==> src/sv/glyph_quad_text_layout_defines.svh <==
// Assertion macros shared by the glyph quad text layout RTL.
// Included by modules that carry concurrent checks; no other dependencies.
`ifndef GLYPH_QUAD_TEXT_LAYOUT_DEFINES_SVH
`define GLYPH_QUAD_TEXT_LAYOUT_DEFINES_SVH

// Same-cycle implication, disabled while reset is low.
`define GQTL_ASSERT_NOW(lbl, clk, rstn, ante, cons, msg) \
    lbl: assert property (@(posedge clk) disable iff (!(rstn)) (ante) |-> (cons)) \
        else $error(msg);

// Next-cycle implication, disabled while reset is low.
`define GQTL_ASSERT_NEXT(lbl, clk, rstn, ante, cons, msg) \
    lbl: assert property (@(posedge clk) disable iff (!(rstn)) (ante) |=> (cons)) \
        else $error(msg);

`endif

==> src/sv/gqtl_pkg.sv <==
// Shared types, codes and arithmetic helpers for the glyph quad text layout.
// No dependencies; used by every module of the block except gqtl_ram.
package gqtl_pkg;

    localparam int GLYPH_COUNT_DEF = 128;
    localparam int QUEUE_DEPTH     = 2;

    localparam logic [1:0] CMD_LOAD  = 2'd0;
    localparam logic [1:0] CMD_START = 2'd1;
    localparam logic [1:0] CMD_CHAR  = 2'd2;

    localparam logic [1:0] CFG_CHAR_HEIGHT  = 2'd0;
    localparam logic [1:0] CFG_LINE_HEIGHT  = 2'd1;
    localparam logic [1:0] CFG_ATLAS_WIDTH  = 2'd2;
    localparam logic [1:0] CFG_ATLAS_HEIGHT = 2'd3;

    localparam logic [7:0] CODE_NEWLINE = 8'd10;
    localparam logic [7:0] CODE_RETURN  = 8'd13;
    localparam logic [7:0] CODE_SPACE   = 8'd32;

    localparam logic signed [31:0] POS_MAX = 32'sh7fffffff;
    localparam logic signed [31:0] POS_MIN = 32'sh80000000;
    localparam logic [15:0] LINE_MAX = 16'hffff;
    localparam logic [23:0] VERT_MAX = 24'hffffff;

    typedef enum logic [2:0] {
        K_LOAD, K_START, K_NEWLINE, K_SPACE, K_DRAW, K_STATUS
    } t_kind;

    typedef struct packed {
        logic [1:0]         cmd;
        logic [7:0]         code;
        logic signed [31:0] plane_left;
        logic signed [31:0] plane_right;
        logic signed [31:0] plane_top;
        logic signed [31:0] plane_bottom;
        logic [31:0]        atlas_left;
        logic [31:0]        atlas_top;
        logic [31:0]        atlas_right;
        logic [31:0]        atlas_bottom;
        logic signed [31:0] advance;
    } t_in_item;

    typedef struct packed {
        logic signed [31:0] vert_x;
        logic signed [31:0] vert_y;
        logic [31:0]        tex_u;
        logic [31:0]        tex_v;
        logic               has_vertex;
        logic               last;
        logic signed [31:0] min_x;
        logic signed [31:0] min_y;
        logic signed [31:0] max_x;
        logic signed [31:0] max_y;
        logic [15:0]        line_total;
        logic [23:0]        vertex_total;
    } t_out_item;

    typedef struct packed {
        logic signed [31:0] pl;
        logic signed [31:0] pr;
        logic signed [31:0] pt;
        logic signed [31:0] pb;
        logic [31:0]        al;
        logic [31:0]        at;
        logic [31:0]        ar;
        logic [31:0]        ab;
        logic signed [31:0] adv;
    } t_glyph;

    typedef struct packed {
        t_kind      kind;
        logic [7:0] code;
        t_glyph     glyph;
    } t_q_ent;

    typedef struct packed {
        logic [30:0] char_height;
        logic [30:0] line_height;
        logic [15:0] atlas_width;
        logic [15:0] atlas_height;
    } t_cfg;

    // Product >> 16 rounded toward minus infinity, saturated to 32 bits.
    function automatic logic signed [31:0] qscale(input logic signed [63:0] p);
        logic signed [47:0] q;
        q = p[63:16];
        if (q > 48'sh00007fffffff)      qscale = POS_MAX;
        else if (q < -48'sh000080000000) qscale = POS_MIN;
        else                             qscale = q[31:0];
    endfunction

    function automatic logic signed [31:0] sat33(input logic signed [32:0] s);
        if (s[32] != s[31]) sat33 = s[32] ? POS_MIN : POS_MAX;
        else                sat33 = s[31:0];
    endfunction

endpackage

==> src/sv/gqtl_front.sv <==
// Front end: accepts input beats, classifies them and queues them.
// Depends on gqtl_pkg.
module gqtl_front #(
    parameter int GLYPH_COUNT = gqtl_pkg::GLYPH_COUNT_DEF
) (
    input  logic              i_clk,
    input  logic              i_rst_n,
    input  logic              i_in_valid,
    output logic              o_in_stall,
    input  gqtl_pkg::t_in_item i_in_data,
    input  logic              i_pop,
    output logic              o_q_valid,
    output gqtl_pkg::t_q_ent  o_q_ent
);
    localparam int QD  = gqtl_pkg::QUEUE_DEPTH;
    localparam int QAW = $clog2(QD);

    gqtl_pkg::t_q_ent r_ent [QD];
    logic [QAW-1:0]   r_wp, r_rp;
    logic [QAW:0]     r_cnt;
    gqtl_pkg::t_q_ent cls;
    logic             push, in_range;

    always_comb begin
        in_range = {1'b0, i_in_data.code} < 9'(GLYPH_COUNT);
        cls.code = i_in_data.code;
        cls.glyph.pl  = i_in_data.plane_left;
        cls.glyph.pr  = i_in_data.plane_right;
        cls.glyph.pt  = i_in_data.plane_top;
        cls.glyph.pb  = i_in_data.plane_bottom;
        cls.glyph.al  = i_in_data.atlas_left;
        cls.glyph.at  = i_in_data.atlas_top;
        cls.glyph.ar  = i_in_data.atlas_right;
        cls.glyph.ab  = i_in_data.atlas_bottom;
        cls.glyph.adv = i_in_data.advance;
        unique case (i_in_data.cmd)
            gqtl_pkg::CMD_LOAD:  cls.kind = in_range ? gqtl_pkg::K_LOAD : gqtl_pkg::K_STATUS;
            gqtl_pkg::CMD_START: cls.kind = gqtl_pkg::K_START;
            gqtl_pkg::CMD_CHAR: begin
                if (i_in_data.code == gqtl_pkg::CODE_NEWLINE)
                    cls.kind = gqtl_pkg::K_NEWLINE;
                else if (!in_range || i_in_data.code == gqtl_pkg::CODE_RETURN)
                    cls.kind = gqtl_pkg::K_STATUS;
                else if (i_in_data.code == gqtl_pkg::CODE_SPACE)
                    cls.kind = gqtl_pkg::K_SPACE;
                else
                    cls.kind = gqtl_pkg::K_DRAW;
            end
            default: cls.kind = gqtl_pkg::K_STATUS;
        endcase
    end

    assign o_in_stall = (r_cnt == (QAW+1)'(QD));
    assign push       = i_in_valid && !o_in_stall;
    assign o_q_valid  = (r_cnt != '0);
    assign o_q_ent    = r_ent[r_rp];

    always_ff @(posedge i_clk) begin
        if (!i_rst_n) begin
            r_wp  <= '0;
            r_rp  <= '0;
            r_cnt <= '0;
        end else begin
            if (push) begin
                r_wp <= (r_wp == QAW'(QD-1)) ? '0 : r_wp + 1'b1;
            end
            if (i_pop) begin
                r_rp <= (r_rp == QAW'(QD-1)) ? '0 : r_rp + 1'b1;
            end
            r_cnt <= r_cnt + (QAW+1)'(push) - (QAW+1)'(i_pop);
        end
        if (push) begin
            r_ent[r_wp] <= cls;
        end
    end
endmodule

==> config.mk <==
export PLATFORM = sky130hd
export DESIGN_NAME = gqtl_front
export DESIGN_NICKNAME = d
export VERILOG_FILES = /design/src/sv/glyph_quad_text_layout_defines.svh /design/src/sv/gqtl_pkg.sv /design/src/sv/gqtl_front.sv
export SDC_FILE = /design/constraint.sdc
export NUM_CORES = 1
export LEC_CHECK = 0
export BUFFER_PORTS_ARGS = -buffer_cell sky130_fd_sc_hd__buf_2
export CORE_AREA = 2 2 236 238
export DETAILED_ROUTE_END_ITERATION = 6
export DIE_AREA = 0 0 238 240
export PLACE_DENSITY = 0.66
export SYNTH_ARGS = -nofsm -noshare
export SYNTH_HDL_FRONTEND = slang
export SYNTH_SLANG_ARGS = --single-unit
==> constraint.sdc <==
create_clock -name i_clk -period 9.85 [get_ports i_clk]
set_clock_uncertainty 0.05 [all_clocks]
set_input_delay 0.4925 -clock i_clk [delete_from_list [all_inputs] [get_ports i_clk]]
set_output_delay 0.4925 -clock i_clk [all_outputs]
set_load 0.02 [all_outputs]
-- Word-level counts from Yosys, hierarchy flattened
Memories as Yosys holds them, arrays and structs flattened. A register that Yosys moved wholly into a read port is not among the register bits.
Cells that the tools add are included.
- register bits after elaboration: 4
- bits in writable memories: 598
- memories kept: 1
- memory list (memory ; depth ; bits a word ; rd ports ; clocked after Yosys merged registers in ; wr ports ; line ; RTL):
    r_ent ; 2 ; 299 ; 1 ; 1 ; 1 ; gqtl_front.sv:18 ; gqtl_pkg::t_q_ent r_ent [QD];
- add/subtract/negate cells: 4
- $lt $le $gt $ge: 1
- equal/unequal tests: 6
- muxes and demuxes: 11
- reduce and logical (&&, ||, !) cells: 6
- operators by type and width (operator ; count):
    == test 8 x 4 -> 1 bit (second input constant) ; 2
    two-way mux 3 bit ; 4
    one-hot mux 3 bit (3 select lines) ; 1
    == test 8 x 6 -> 1 bit (second input constant) ; 1
    less-than comparator 8 bit (second input constant) ; 1
    two-way mux 1 bit ; 6
    == test 2 bit (second input constant) ; 2
    adder 1 bit (second input constant) ; 2
    adder 2 x 1 -> 2 bit ; 1
    == test 2 x 1 -> 1 bit (second input constant) ; 1
    logical NOT 1 bit ; 2
    logical NOT 2 bit ; 1
    nonzero test 2 bit ; 1
    subtractor 2 x 1 -> 2 bit ; 1
    logical AND 1 bit ; 1
    logical OR 1 bit ; 1

-- Logic depth before layout (Yosys ltp)
- depth after elaboration: 6
- gate-level depth with buffers: 8
- mapped depth without buffers: 8

-- Least setup slack after synthesis
OpenSTA, ideal clock, no wires.
- path type: input port to flip-flop
- start point: input port i_in_valid
- end point: memory r_ent[1][0] in the netlist's numbering (enable)
- arrival: 7.342 ns
- required time: 9.099 ns
- path slack: 1.757 ns
- stages: 1
- path buffers: 0
- cell sequence: and3_1
- word-level cells in the longest chain between the ends: 3
- RTL lines (item ; line ; RTL):
    start: declaration ; gqtl_front.sv:8 ; input logic i_in_valid,
    logical AND 1 bit ; gqtl_front.sv:54 ; assign push = i_in_valid && !o_in_stall;
    two-way mux 1 bit ; gqtl_front.sv:72 ; if (push) begin
    two-way mux 1 bit (implied by the code) ; gqtl_front.sv:73 ; r_ent[r_wp] <= cls;
    end: declaration ; gqtl_front.sv:18 ;
No other way between the ends.

==> out/results.ini <==
[pwr]
pwr-share-clk_pct=35.4
p_leak_uw=0.0112
ir_drop_mv=0.162
p_per_area_nw_per_um2=226
power.switching_uw=1650
pwr-share-seq_pct=48.7
netSwitchingFraction_pct=25.2
combPwrFrac_pct=15.9
p_int_uw=4870

[logic_synthesis]
synthFlopType=edfxtp_1
synth_edf_count=598
netlist_instances=971
post-synth-top-count-cell=edfxtp_1
synth_warnings=0
syn_area_um2=22700
synth_cell_types=30
synthesis.nets=1275
syn_avg_cell_area_um2=23.4
ys_async_sr_fraction_pct=0
synth_common_cells=edfxtp_1, mux2_4, mux2_2, buf_6, buf_2
ys_ff_latch=603
synth_largest_area_cell=edfxtp_1
synth_top_area_share_pct=79.1
synthTopCellsByArea=edfxtp_1, mux2_4, mux2_2
ys_seq_area_share_pct=79.5

[global_route]
grt_util_all_layers_pct=16.7
grt_pass1_vias=12200
antenna_found_initial=15
grt_max_degree=150
overflow=0
grt_pass1_wl_mm=71.4

[detailed_routing]
avgRoutedWirePerCell_um=20.7
post-route-drc-count=0
dr.pass1.iters=4
drtAntennaViolNets=0
drt_iter0_markers=529
via_per_inst=4.78
vias=11500
routed_wl_mm=50.0

[critical_path]
reg2reg_from=r_cnt[0]
cp_slowest_cell=dfxtp_4
cp_cell_sequence=buf_12 > buf_12 > mux2_2 > buf_2
cp_data_required_time_ps=9310
crit_end=o_q_ent[28]
worst-r2r-setup-slack_ps=6710
reg2regPathDepth=4
slowest_delay_ps=760
worstSetupPathType=register to output port
worstPathMaxFanout=129
startpoint_type=register
end_kind=output port
regToRegEndpoint=r_ent[1][187]
crit_arrival_ps=3540
cp_common_cell=buf_12

[clock_network]
cts_root_buf=clkbuf_16
cts_tree=built
clk_pin_slew_worst_paths_ps=60
clock_latency_ps=580
cts.sinks=603
cts_resized=0
numCtsBuffers=66
clk_path_buf_depth=3
htree_levels=3

[final_layout]
area_delta_synth_final_pct=26.8
drive_gt1_share_pct=59.1
nets=1952
fill_cells=4413

[min_path]
hp-class=primary input to register
min-delay-start=i_in_data[13]

[sta]
hold_viol_final=0
fin_crit_sh_pct=41.5
worstMarginPinSlew_ps=1120
setup_viol=0
max_freq_mhz=245
relSlewSlack_pct=25.5
fin_tns_setup_ps=0
whs_ps=45.6
grt_setup_unrepaired=no
drv_slew=0
layout_min_cycle_time_ps=4090

[floorplan]
rows=86
die_h_um=240
die_w_um=238
ioPinCount=603
core-area_um2=54700
die_area_um2=57100
start_util_pct=41.5

[placed_design]
dp_hpwl_mm=33.1
gp_congestion=0.785
portBuffers=602

[run_status]
status=complete, no violations

[flow_run]
cap_violations=0

==> placed cells by master (no fill, tap or decap), types with 2 or more instances in the layout <==
cell type      synthesis  layout
buf_2                  9     602
edfxtp_1             598     598
mux2_4               200     200
mux2_2                99      99
clkbuf_16              0      68
dlygate4sd3_1          0      33
clkbuf_1               0      17
clkinv_1               0      10
diode_2                0       9
clkinv_2               0       8
inv_6                  0       7
nor2_1                 5       5
inv_1                  6       5
buf_12                 0       4
dfxtp_1                5       4
a21oi_1                3       3
buf_4                  2       3
and2_1                 2       2
ha_1                   2       2
clkinvlp_4             0       2
bufinv_16              0       2
==> routing by layer <==
layer  wire (um)  vias to the layer above  global-route usage [%]
met5          71                        -                       0
met4        2020                       10                    8.58
met3        3940                      129                    5.55
met2       25600                      417                    28.6
met1       18300                     5717                    18.6
li1            -                     5246                       -
==> layout make-up <==
cell class	instances	area [um2]	area share, %
well taps	704	881	3.06
multi-input cells	329	4320	15.0
diodes	9	22.5	0.0782
inverters	6	30.0	0.104
clock inverters	31	250	0.869
repair buffers	642	3450	12.0
clock buffers	86	1780	6.18
flip-flops and latches	603	18100	62.7
==> kinds of logic after synthesis <==
group,synth area share [%]
compound gates,0.182
simple gates,0.507
fa+ha+maj,0.110
mux,18.1
flops,79.5
buf+inv,1.45
xor+xnor,0.0772
==> worst min path at each step <==
stage,to,cells after the start
after floorplan,r_wp,2
after global routing,r_ent[1][38],1
after detailed placement,r_wp,2
after global placement,r_wp,2
after CTS,r_ent[0][218],1
final,r_ent[1][13],1
==> power groups by stage <==
stage               clock network, uW  logic, uW  registers (uW)
floorplan                           0        694            3280
global placement                    0       1030            3220
detailed placement                  0       1040            3230
CTS                              2370       1050            3180
global route                     2470       1100            3190
finish                           2310       1040            3180
==> sequential cells by signal, indices dropped and copies added (netlist names), named ones only <==
register and count:
r_cnt 2, r_ent 598, r_rp 1, r_wp 1
==> per-stage QoR <==
step	instances	utilization (%)	area, um2	total power (uW)	setup slack, ps
after global placement	2251	48.3	26400	4240	6310
after CTS	2401	52.6	28800	6600	5630
after global routing	2410	52.7	28800	6760	5560
final	2410	52.7	28800	6520	5760
after floorplan	971	-	22700	3970	1760
after detailed placement	2251	48.3	26400	4270	6290
==> critical path: cells and delay by family, from the launching register on <==
kind / cells / cell delay, ps
muxes: 1 / 430
DFF: 1 / 760
buffers and inverters: 3 / 1400
==> repair_timing <==
action / in CTS / in global routing
endpoints found under the hold margin: 62 / 0
hold buffers: 33 / 0
buffers inserted: 0 / 0
Note: power is estimated with default switching activity, not from simulation.
